--- config.mk ---
export PLATFORM = sky130hd
export DESIGN_NAME = hbridge_motor_drive_sequencer_top
export DESIGN_NICKNAME = d
export VERILOG_FILES = /design/src/rtl/hbms_pkg.sv /design/src/rtl/hbms_alu.sv /design/src/rtl/hbridge_motor_drive_sequencer_top.sv
export SDC_FILE = /design/constraint.sdc
export NUM_CORES = 2
export LEC_CHECK = 0
export BUFFER_PORTS_ARGS = -buffer_cell sky130_fd_sc_hd__buf_2
export CAP_MARGIN = 25
export CORE_MARGIN = 2
export CORE_UTILIZATION = 35
export DETAILED_ROUTE_END_ITERATION = 8
export PLACE_DENSITY = 0.51
export REMOVE_ABC_BUFFERS = 1
export SLEW_MARGIN = 20
export SYNTH_ARGS = -nofsm -noshare
export SYNTH_HDL_FRONTEND = slang
export SYNTH_SLANG_ARGS = --single-unit
--- constraint.sdc ---
create_clock -name clk -period 10.96 [get_ports clk]
set_input_delay 2.192 -clock clk [delete_from_list [all_inputs] [get_ports clk]]
set_output_delay 2.192 -clock clk [all_outputs]
set_load 0.01 [all_outputs]
--- src/rtl/hbms_pkg.sv ---
// Package for the H-bridge motor drive sequencer.
// Holds the state, operation and command codes, register defaults and the stream field layout.
// No dependencies.
package hbms_pkg;

  typedef enum logic [2:0] {
    ST_IDLE,
    ST_MUL,
    ST_SCALE,
    ST_POS,
    ST_SDELTA,
    ST_ITV,
    ST_EMIT,
    ST_VISIT
  } state_t;

  typedef enum logic [1:0] {
    ALU_ADD,
    ALU_SUB,
    ALU_MUL
  } alu_op_t;

  typedef struct packed {
    alu_op_t     op;
    logic [31:0] a;
    logic [31:0] b;
  } alu_req_t;

  localparam logic [1:0] CMD_HOST = 2'd0;
  localparam logic [1:0] CMD_ENC  = 2'd1;
  localparam logic [1:0] CMD_TICK = 2'd2;

  localparam logic [1:0] REG_MAX_DRIVE = 2'd0;
  localparam logic [1:0] REG_TIMEOUT   = 2'd1;
  localparam logic [1:0] REG_STALE     = 2'd2;
  localparam logic [1:0] REG_POS_MASK  = 2'd3;

  localparam logic [14:0] MAX_DRIVE_RST = 15'd2400;
  localparam logic [3:0]  TIMEOUT_RST   = 4'd4;
  localparam logic [7:0]  STALE_RST     = 8'd25;
  localparam logic [3:0]  POS_MASK_RST  = 4'd3;

  // Truncation toward zero of a division by 0x8000 adds this before the shift.
  localparam logic [31:0] SCALE_ROUND = 32'h0000_7FFF;
  localparam logic [7:0]  FRAMES_SAT  = 8'd255;
  localparam int          VISIT_LIMIT = 4;

  localparam int IN_DATA_W  = 136;
  localparam int OUT_DATA_W = 136;

endpackage

--- src/rtl/hbms_alu.sv ---
// Shared arithmetic unit of the H-bridge motor drive sequencer: 32-bit add and
// subtract, and a 16 x 16 signed multiply. Depends on hbms_pkg.
module hbms_alu (
  input  hbms_pkg::alu_req_t req,
  output logic [31:0]        y
);

  logic signed [31:0] prod;

  assign prod = $signed(req.a[15:0]) * $signed(req.b[15:0]);

  always_comb begin
    unique case (req.op)
      hbms_pkg::ALU_ADD: y = req.a + req.b;
      hbms_pkg::ALU_SUB: y = req.a - req.b;
      hbms_pkg::ALU_MUL: y = prod;
      default:           y = req.a;
    endcase
  end

endmodule

--- src/rtl/hbridge_motor_drive_sequencer_top.sv ---
// Top level of the H-bridge motor drive sequencer: stream ports, register port,
// sequencer and per-motor state. Depends on hbms_pkg and hbms_alu.
//
// One input request is taken at a time; a host power request is taken in idle.
// An encoder sample steps through multiply, scale, position, signed delta and
// interval (the last two skipped when its delta is zero), then emit. The
// sequencer runs every multiply, add and subtract through one shared unit, in
// order: scale the request, then accumulate the position, sign the delta and
// form the edge interval. A drive tick gives one report per visited motor. Each
// emit and visit step waits for a free output register, so a stall stretches it.
module hbridge_motor_drive_sequencer_top #(
  parameter int MOTORS = 4
) (
  input  logic                                clk,
  input  logic                                rst,
  input  logic                                s_axis_tvalid,
  output logic                                s_axis_tready,
  // power_0, power_1, power_2, power_3, motor_index, frame_start,
  // encoder_delta, encoder_time, zero fill
  input  logic [hbms_pkg::IN_DATA_W-1:0]      s_axis_tdata,
  // command
  input  logic [1:0]                          s_axis_tuser,
  output logic                                m_axis_tvalid,
  input  logic                                m_axis_tready,
  // report_motor, position, signed_delta, interval, delta_fresh, delta_stale,
  // high_side_on, pins_reconfigured, compare_a, compare_b, zero fill
  output logic [hbms_pkg::OUT_DATA_W-1:0]     m_axis_tdata,
  // report_kind
  output logic                                m_axis_tuser,
  output logic                                m_axis_tlast,
  input  logic                                cfg_we,
  input  logic [1:0]                          cfg_index,
  input  logic [14:0]                         cfg_data
);

  localparam int IDX_W  = (MOTORS > 1) ? $clog2(MOTORS) : 1;
  localparam int VISITS = (MOTORS < hbms_pkg::VISIT_LIMIT) ? MOTORS : hbms_pkg::VISIT_LIMIT;

  // Configuration registers.
  logic [14:0] max_drive;
  logic [3:0]  timeout_frames;
  logic [7:0]  stale_limit;
  logic [3:0]  pos_mask;

  // Per-motor state.
  logic signed [15:0] host_request [MOTORS];
  logic signed [15:0] drive_level  [MOTORS];
  logic [31:0]        motor_pos    [MOTORS];
  logic [31:0]        prev_edge    [MOTORS];
  logic               dir          [MOTORS];
  logic               pins_ready   [MOTORS];
  logic [7:0]         frames       [MOTORS];
  logic [14:0]        fwd_cmp      [MOTORS];
  logic [14:0]        rev_cmp      [MOTORS];
  logic [3:0]         silence;

  hbms_pkg::state_t state, state_next;

  // Request being worked on.
  logic [1:0]  enc_motor;
  logic [31:0] enc_delta;
  logic [31:0] enc_time;
  logic [31:0] acc;
  logic [31:0] sdelta;
  logic [31:0] itv;
  logic        fresh;
  logic        stale;
  logic [1:0]  visit;

  // Output register.
  logic                               out_valid;
  logic [hbms_pkg::OUT_DATA_W-1:0]    out_data;
  logic                               out_kind;
  logic                               out_last;

  logic                 accept;
  logic                 out_free;
  logic                 out_load;
  logic [IDX_W-1:0]     midx;
  logic [IDX_W-1:0]     vidx;
  logic                 motor_ok;
  logic [1:0]           in_motor;
  logic                 in_frame;
  logic [7:0]           frames_inc;
  logic signed [15:0]   lvl;
  logic                 lvl_dir;
  logic                 lvl_trans;
  logic                 last_visit;
  hbms_pkg::alu_req_t   alu_req;
  logic [31:0]          alu_y;

  assign s_axis_tready = (state == hbms_pkg::ST_IDLE);
  assign accept        = s_axis_tvalid && s_axis_tready;
  assign out_free      = !out_valid || m_axis_tready;
  assign out_load      = out_free && ((state == hbms_pkg::ST_EMIT) ||
                                      (state == hbms_pkg::ST_VISIT));
  assign in_motor      = s_axis_tdata[65:64];
  assign in_frame      = s_axis_tdata[66];
  assign motor_ok      = (int'(in_motor) < MOTORS);
  assign midx          = IDX_W'(enc_motor);
  assign vidx          = IDX_W'(visit);
  assign frames_inc    = (frames[midx] == hbms_pkg::FRAMES_SAT) ? frames[midx]
                                                                 : frames[midx] + 8'd1;
  assign lvl           = drive_level[vidx];
  assign lvl_dir       = !lvl[15];
  assign lvl_trans     = (lvl == 16'sd0) || (dir[vidx] != lvl_dir);
  assign last_visit    = (int'(visit) == VISITS - 1);

  assign m_axis_tvalid = out_valid;
  assign m_axis_tdata  = out_data;
  assign m_axis_tuser  = out_kind;
  assign m_axis_tlast  = out_last;

  hbms_alu u_alu (
    .req (alu_req),
    .y   (alu_y)
  );

  // Next state.
  always_comb begin
    state_next = state;
    unique case (state)
      hbms_pkg::ST_IDLE: begin
        if (accept) begin
          if (s_axis_tuser == hbms_pkg::CMD_ENC && motor_ok) begin
            state_next = hbms_pkg::ST_MUL;
          end else if (s_axis_tuser == hbms_pkg::CMD_TICK) begin
            state_next = hbms_pkg::ST_VISIT;
          end
        end
      end
      hbms_pkg::ST_MUL:   state_next = hbms_pkg::ST_SCALE;
      hbms_pkg::ST_SCALE: state_next = hbms_pkg::ST_POS;
      hbms_pkg::ST_POS: begin
        state_next = (enc_delta == 32'd0) ? hbms_pkg::ST_EMIT : hbms_pkg::ST_SDELTA;
      end
      hbms_pkg::ST_SDELTA: state_next = hbms_pkg::ST_ITV;
      hbms_pkg::ST_ITV:    state_next = hbms_pkg::ST_EMIT;
      hbms_pkg::ST_EMIT: begin
        if (out_free) begin
          state_next = hbms_pkg::ST_IDLE;
        end
      end
      hbms_pkg::ST_VISIT: begin
        if (out_free && (!pins_ready[vidx] || last_visit)) begin
          state_next = hbms_pkg::ST_IDLE;
        end
      end
      default: state_next = hbms_pkg::ST_IDLE;
    endcase
  end

  // Shared unit control.
  always_comb begin
    alu_req.op = hbms_pkg::ALU_ADD;
    alu_req.a  = 32'd0;
    alu_req.b  = 32'd0;
    unique case (state)
      hbms_pkg::ST_MUL: begin
        alu_req.op = hbms_pkg::ALU_MUL;
        alu_req.a  = {17'd0, max_drive};
        alu_req.b  = {{16{host_request[midx][15]}}, host_request[midx]};
      end
      hbms_pkg::ST_SCALE: begin
        alu_req.a = acc;
        alu_req.b = acc[31] ? hbms_pkg::SCALE_ROUND : 32'd0;
      end
      hbms_pkg::ST_POS: begin
        // A masked motor in reverse moves its position down.
        alu_req.op = (pos_mask[enc_motor] && !dir[midx]) ? hbms_pkg::ALU_SUB
                                                         : hbms_pkg::ALU_ADD;
        alu_req.a  = motor_pos[midx];
        alu_req.b  = enc_delta;
      end
      hbms_pkg::ST_SDELTA: begin
        alu_req.op = dir[midx] ? hbms_pkg::ALU_ADD : hbms_pkg::ALU_SUB;
        alu_req.a  = 32'd0;
        alu_req.b  = enc_delta;
      end
      hbms_pkg::ST_ITV: begin
        alu_req.op = hbms_pkg::ALU_SUB;
        alu_req.a  = prev_edge[midx];
        alu_req.b  = enc_time;
      end
      hbms_pkg::ST_VISIT: begin
        alu_req.op = hbms_pkg::ALU_SUB;
        alu_req.a  = 32'd0;
        alu_req.b  = {{16{lvl[15]}}, lvl};
      end
      default: begin
        alu_req.op = hbms_pkg::ALU_ADD;
      end
    endcase
  end

  // Configuration registers.
  always_ff @(posedge clk) begin
    if (rst) begin
      max_drive      <= hbms_pkg::MAX_DRIVE_RST;
      timeout_frames <= hbms_pkg::TIMEOUT_RST;
      stale_limit    <= hbms_pkg::STALE_RST;
      pos_mask       <= hbms_pkg::POS_MASK_RST;
    end else if (cfg_we) begin
      unique case (cfg_index)
        hbms_pkg::REG_MAX_DRIVE: max_drive      <= cfg_data;
        hbms_pkg::REG_TIMEOUT:   timeout_frames <= cfg_data[3:0];
        hbms_pkg::REG_STALE:     stale_limit    <= cfg_data[7:0];
        hbms_pkg::REG_POS_MASK:  pos_mask       <= cfg_data[3:0];
        default:                 max_drive      <= cfg_data;
      endcase
    end
  end

  // Sequencer, motor state and output register.
  always_ff @(posedge clk) begin
    if (rst) begin
      state     <= hbms_pkg::ST_IDLE;
      silence   <= 4'd0;
      out_valid <= 1'b0;
      visit     <= 2'd0;
      for (int i = 0; i < MOTORS; i++) begin
        host_request[i] <= 16'sd0;
        drive_level[i]  <= 16'sd0;
        motor_pos[i]    <= 32'd0;
        prev_edge[i]    <= 32'd0;
        dir[i]          <= 1'b0;
        pins_ready[i]   <= 1'b0;
        frames[i]       <= 8'd0;
        fwd_cmp[i]      <= 15'd0;
        rev_cmp[i]      <= 15'd0;
      end
    end else begin
      state <= state_next;
      if (out_load) begin
        out_valid <= 1'b1;
      end else if (m_axis_tready) begin
        out_valid <= 1'b0;
      end

      unique case (state)
        hbms_pkg::ST_IDLE: begin
          if (accept) begin
            enc_motor <= in_motor;
            enc_delta <= s_axis_tdata[98:67];
            enc_time  <= s_axis_tdata[130:99];
            sdelta    <= 32'd0;
            itv       <= 32'd0;
            fresh     <= 1'b0;
            visit     <= 2'd0;
            if (s_axis_tuser == hbms_pkg::CMD_HOST) begin
              for (int i = 0; i < MOTORS; i++) begin
                if (i < hbms_pkg::VISIT_LIMIT) begin
                  host_request[i] <= s_axis_tdata[16*i +: 16];
                end
              end
              silence <= timeout_frames;
            end else if (s_axis_tuser == hbms_pkg::CMD_ENC && in_frame) begin
              // Silence watchdog: once the countdown is spent, drop all requests.
              if (silence == 4'd0) begin
                for (int i = 0; i < MOTORS; i++) begin
                  host_request[i] <= 16'sd0;
                end
              end else begin
                silence <= silence - 4'd1;
              end
            end
          end
        end
        hbms_pkg::ST_MUL: begin
          acc <= alu_y;
        end
        hbms_pkg::ST_SCALE: begin
          drive_level[midx] <= alu_y[30:15];
          frames[midx]      <= frames_inc;
          stale             <= (frames_inc > stale_limit);
        end
        hbms_pkg::ST_POS: begin
          if (enc_delta != 32'd0) begin
            motor_pos[midx] <= alu_y;
          end
        end
        hbms_pkg::ST_SDELTA: begin
          sdelta <= alu_y;
        end
        hbms_pkg::ST_ITV: begin
          itv             <= alu_y;
          prev_edge[midx] <= enc_time;
          frames[midx]    <= 8'd0;
          fresh           <= 1'b1;
          stale           <= 1'b0;
        end
        hbms_pkg::ST_EMIT: begin
          if (out_free) begin
            out_kind  <= 1'b0;
            out_last  <= 1'b1;
            out_data  <= {4'd0, rev_cmp[midx], fwd_cmp[midx], 1'b0, dir[midx],
                          stale, fresh, itv, sdelta, motor_pos[midx], enc_motor};
          end
        end
        hbms_pkg::ST_VISIT: begin
          if (out_free) begin
            out_kind  <= 1'b1;
            visit     <= visit + 2'd1;
            if (!pins_ready[vidx]) begin
              // Unconfigured motor: latch direction and end the tick here.
              dir[vidx]        <= lvl_dir;
              pins_ready[vidx] <= 1'b1;
              out_last         <= 1'b1;
              out_data <= {4'd0, rev_cmp[vidx], fwd_cmp[vidx], 1'b1, lvl_dir,
                           2'b00, 64'd0, motor_pos[vidx], visit};
            end else if (lvl_trans) begin
              fwd_cmp[vidx]    <= 15'd0;
              rev_cmp[vidx]    <= 15'd0;
              pins_ready[vidx] <= 1'b0;
              out_last         <= last_visit;
              out_data <= {4'd0, 15'd0, 15'd0, 1'b0, dir[vidx],
                           2'b00, 64'd0, motor_pos[vidx], visit};
            end else if (lvl_dir) begin
              fwd_cmp[vidx] <= lvl[14:0];
              out_last      <= last_visit;
              out_data <= {4'd0, rev_cmp[vidx], lvl[14:0], 1'b0, dir[vidx],
                           2'b00, 64'd0, motor_pos[vidx], visit};
            end else begin
              rev_cmp[vidx] <= alu_y[14:0];
              out_last      <= last_visit;
              out_data <= {4'd0, alu_y[14:0], fwd_cmp[vidx], 1'b0, dir[vidx],
                           2'b00, 64'd0, motor_pos[vidx], visit};
            end
          end
        end
        default: begin
          visit <= 2'd0;
        end
      endcase
    end
  end

endmodule

# [After elaboration in Yosys (flattened, before gate mapping)]
# Memories as Yosys holds them, arrays and structs flattened. A register that Yosys moved wholly into a read port is not among the register bits.
# Index checks and enable logic that the tools add are counted.
[op_classes] n_addsub=5 multipliers=1 n_div=0 order_cmp=2 eq_ne=23 shifts=0 muxes=146 n_bitwise=13 n_reduce_logical=50
[ops] operator="two-way mux 132 bit" n=3
[ops] operator="case mux 64 bit (6 select lines)" n=1
[ops] operator="two-way mux 136 bit" n=2
[ops] operator="case mux 136 bit (2 select lines)" n=1
[ops] operator="two-way mux 16 bit" n=9
[ops] operator="case mux 32 bit (2 select lines)" n=2
[ops] operator="two-way mux 32 bit" n=3
[ops] operator="case mux 32 bit (3 select lines)" n=1
[ops] operator="two-way mux 15 bit" n=5
[ops] operator="two-way mux 1 bit" n=70
[ops] operator="OR reduction 32 bit" n=2
[ops] operator="two-way mux 2 bit" n=30
[ops] operator="adder 32 bit" n=1
[ops] operator="zero test 32 bit" n=1
[ops] operator="multiplier 16 x 16 -> 32 bit" n=1
[ops] operator="nonzero test 32 bit" n=1
[ops] operator="subtractor 32 bit" n=1
[ops] operator="OR reduction 15 bit" n=2
[ops] operator="two-way mux 8 bit" n=3
[ops] operator="case mux 3 bit (8 select lines)" n=1
[ops] operator="zero test 16 bit" n=1
[ops] operator="OR reduction 16 bit" n=1
[ops] operator="two-way mux 3 bit" n=5
[ops] operator="nonzero test 2 bit" n=7
[ops] operator="other kinds (34)" n=86
[totals] regBits=343 latch_bits=0 ramBits=544 romBits=0 input_bits=160 output_inout_bits=140 word_cells=268 mem_count=9
[memory_table] name="motor_pos" words=4 width=32 read_ports=2 rd_clocked_by_memory_dff=2 write_ports=4 line="hbridge_motor_drive_sequencer_top.sv:48" text="logic [31:0] motor_pos [MOTORS];"
[memory_table] name="prev_edge" words=4 width=32 read_ports=1 rd_clocked_by_memory_dff=1 write_ports=4 line="hbridge_motor_drive_sequencer_top.sv:49" text="logic [31:0] prev_edge [MOTORS];"
[memory_table] name="drive_level" words=4 width=16 read_ports=1 rd_clocked_by_memory_dff=1 write_ports=4 line="hbridge_motor_drive_sequencer_top.sv:47" text="logic signed [15:0] drive_level [MOTORS];"
[memory_table] name="host_request" words=4 width=16 read_ports=1 rd_clocked_by_memory_dff=1 write_ports=4 line="hbridge_motor_drive_sequencer_top.sv:46" text="logic signed [15:0] host_request [MOTORS];"
[memory_table] name="fwd_cmp" words=4 width=15 read_ports=2 rd_clocked_by_memory_dff=2 write_ports=4 line="hbridge_motor_drive_sequencer_top.sv:53" text="logic [14:0] fwd_cmp [MOTORS];"
[memory_table] name="rev_cmp" words=4 width=15 read_ports=2 rd_clocked_by_memory_dff=2 write_ports=4 line="hbridge_motor_drive_sequencer_top.sv:54" text="logic [14:0] rev_cmp [MOTORS];"
[memory_table] name="+3 memories"

# [Longest topological paths before layout]
[logic_depth] depth_word=12 ltp_mapped=37 depth_no_buf=29

# [Modules after synthesis]
# Synthesis repeated with hierarchy kept, for this count alone.
[hier_totals] hier_cells=4324 hier_area_um2=52083.7
[modules_own_cells] mod="hbridge_motor_drive_sequencer_top" instances=1 cells_per_inst=2801 area_per_inst_um2=39400.3 seq_area_each_um2=25864.8
[modules_own_cells] mod="hbms_alu" instances=1 cells_per_inst=1523 area_per_inst_um2=12683.4 seq_area_each_um2=0.0

# [Worst setup path after synthesis]
# OpenSTA, ideal clock, no wires.
[synth_path] kind="reg-to-reg" from="register with a tool-made name" to="memory drive_level[0][13] (data pin)" setup_time_ps=266 t_arrival_ps=9102 t_required_ps=10694 slack_ps=1592 stages_incl_launch_ff=34 path_buffers=7 period_less_slack_ps=9368 path_cell_list="dfxtp_1 clkbuf_1 buf_1 clkbuf_1 buf_2 buf_2 mux4_2 mux2_2 a22oi_1 o22a_1 clkbuf_1 clkinv_1 nand2_1 fa_1 fa_1 inv_1 fa_1 fa_1 fa_1 inv_1 fa_1 inv_1 ha_1 a21oi_1 o21ai_0 a211o_1 a21oi_1 o41ai_1 a41oi_1 nand3_1 o21ai_0 a21oi_1 clkbuf_1 nor2_1"
[synth_lines] item="end: declaration" line="hbridge_motor_drive_sequencer_top.sv:47"

# [Worst setup path after layout]
[layout_path] from="register state[0]" to="register sdelta[31] (data pin)"
[layout_via] elab_chain_len=6 word_cells_on_any_way=18 cone_classes="add/sub (2); mul (1); eq/ne (8); mux (4); reduce/logical (3)"
[layout_rtl] item="start: declaration" line="hbridge_motor_drive_sequencer_top.sv:57" text="hbms_pkg::state_t state, state_next;"
[layout_rtl] item="start signal: assignment" line="hbridge_motor_drive_sequencer_top.sv:217" text="state <= hbms_pkg::ST_IDLE;"
[layout_rtl] item="start signal: assignment" line="hbridge_motor_drive_sequencer_top.sv:233" text="state <= state_next;"
[layout_rtl] item="branches (longest 5 deep; another with multiplier 16 x 16 -> 32 bit)"
[layout_rtl] item="case mux 32 bit (2 select lines) (*)" line="hbridge_motor_drive_sequencer_top.sv:240" text="unique case (state)"
[layout_rtl] item="end signal: assignment" line="hbridge_motor_drive_sequencer_top.sv:283" text="sdelta <= alu_y;"
[layout_rtl] item="end: declaration" line="hbridge_motor_drive_sequencer_top.sv:64" text="logic [31:0] sdelta;"
# Mark *: on every way between the ends.
# A chain may end at the register's enable or synchronous reset.

==> out/results.ini <==
[worst_setup_path]
cp_common_cell = fa_1
arrival_ns = 10.08
r2r-start = state[0]
worst-path-max-fanout = 54
cpPeakStageDelay_ns = 0.89
cp-end-kind = flip-flop
worst_path_max_delay_cell = dfxtp_4
crit_type = flip-flop to flip-flop
worst_setup_path_start_kind = flip-flop
cp.required_ns = 11.52
critPathLaunch = state[0]

[finish]
fillers = 14100
fin_nets = 5210
drive_above_1_share_pct = 17.7
area_growth_pct = 13.7
stdcell_count = 6668
regArea_um2 = 25900
multi_input_area_um2 = 23500
post-route-util_pct = 39.9

[clock_tree]
cts_tree = done
insertion_delay_ns = 0.75
cts.hold.buffers_added = 0
clockBufferDepth = 3
post_cts_resized = 0
post_cts_buffers = 0
numCtsBuffers = 99
cts_max_level = 3
clkTransAtPathRegs_ns = 0.06
root_buffer = clkbuf_16
clkSinkCount = 887

[synth]
synth_flop_cell = edfxtp_1
synthMostInstantiatedCell = edfxtp_1
ys_types = 83
yosysSeqAreaShare_pct = 50.0
yosysTopAreaCellShare_pct = 47.0
yosys.area.top_type = edfxtp_1
synth_area_um2 = 51700
synthTopCellsByArea = edfxtp_1, fa_1, mux4_2
synth_commonest_cells = edfxtp_1, nor2_1, nand2_1
synth_edf_count = 810
syn-mean-instance-area_um2 = 11.8
yosys_warnings = 0
synth_cells = 4391
async_flop_share_pct = 0
ys_ff_latch = 887

[timing]
maxSlewViolCount = 0
timing.fmax_ghz = 0.105
fin_skew_ns = 0.0898
report.final.hold_viol_count = 0
max_slew_margin_pct = 30.3
layout_min_cycle_time_ns = 9.52
setup_viol = 0
period_share_pct = 86.8
fin_setup_tns_ns = 0
tightest_slew_ns = 1.04
whs_ns = 0.454
rsz0062_at_grt = false

[run_status]
run_status = finished clean

[routing]
firstDrtPassIters = 7
final_antenna_net_count = 0
drc_errors = 0
drt-vias-per-instance = 5.25
drt_wl_total_um = 166000
vias = 35000
post_drt_wl_per_cell_um = 24.9
drtIter0Drc = 2844

[floorplan]
dieArea_um2 = 151000
rows = 141
fp.dieW_um = 388
boundaryPins = 300
initial_core_util_pct = 35.1
core_um2 = 147000
die-height_um = 388

[power]
power.density_nw_per_um2 = 293
ir_drop_v = 0.000217
p_leak_uw = 0.0237
p_total_uw = 17200

[placed_design]
gp_congestion = 0.930
placed_cells = 6488
place.port_buffers = 290
dpl.hpwl_um = 117000

[global_route]
grt_overflow_total = 0
antenna_found_initial = 5
grt_usage_pct = 21.9
grt_pass1_wl_um = 242000
grt_max_degree = 103
first_global_vias = 35400

[flow_run]
timing.max_cap.violations = 0

[min_path]
hold_path.class = flip-flop to flip-flop
hold_start = max_drive[3]

[final timing paths]
| check | end | slack (ns) | cells after the start |
|---|---|---|---|
| max | sdelta[31] | 1.44 | 25 |
| min | max_drive[3] | 0.45 | 2 |
| max reg2reg | sdelta[31] | 1.44 | 25 |
| min reg2reg | max_drive[3] | 0.45 | 2 |
[per-layer routing]
metal	part of all wire, %	GRT usage (%)
met1	42	29.7
met2	47	35.3
met3	6.9	3.68
met4	3.8	7.96
met5	0.018	0
[kinds of logic after synthesis]
group | after synthesis | synth area share (%)
simple gates | 1544 | 13.4
flops | 887 | 50.0
buf+inv | 671 | 4.94
compound gates | 497 | 6.33
fa+ha+maj | 390 | 13.3
mux | 322 | 10.7
xor+xnor | 79 | 1.34
other cells | 1 | 0.00725
[sequential cells by signal (all words and copies together), names as in the netlist, 8 cells and up, named ones only]
signal,count
fwd_cmp,60
max_drive,15
stale_limit,8
itv,32
rev_cmp,60
acc,32
host_request,64
motor_pos,128
frames,32
sdelta,32
prev_edge,128
drive_level,64
enc_delta,32
enc_time,32
m_axis_tdata,132
[cell type report]
type | instances | area share [%]
tap | 1930 | 4.10
clock buffer | 132 | 4.49
timing repair buffer | 422 | 4.24
multi-input combinational | 2836 | 39.9
sequential | 887 | 44.0
antenna | 1 | 0.00425
inverter | 414 | 2.64
clock inverter | 46 | 0.574
[critical path: cells and delay by family, from the launching register on]
kind | cells | cell delay [ns]
buf+inv | 6 | 1.45
fa+ha+maj | 7 | 3.31
simple gates | 6 | 2.18
flops | 1 | 0.89
mux | 2 | 0.35
compound gates | 3 | 0.69
xor+xnor | 1 | 0.39
[power breakdown]
part	internal, uW	leakage (uW)	switching (uW)
Clock	1720	0.00144	1430
Combinational	3190	0.0136	6470
Sequential	4210	0.00866	202
Total	9120	0.0237	8100
[metrics by stage]
step / setup slack [ns] / area, um^2
finish: 1.44 / 58800
global route: 1.15 / 58800
CTS: 1.53 / 58800
detailed placement: 1.59 / 55800
global placement: 1.63 / 55800
floorplan: -3.34 / 50700
[cell usage in the layout (no fill, tap or decap), types with 88 or more instances in the layout]
master,count
a21oi_1,131
and2_1,202
buf_2,290
buf_4,125
clkbuf_16,101
edfxtp_1,810
fa_1,263
ha_1,127
inv_1,400
mux2i_1,88
mux4_2,181
nand2_1,444
nor2_1,642
o21ai_0,95
Note: power is estimated with default switching activity, not from simulation.
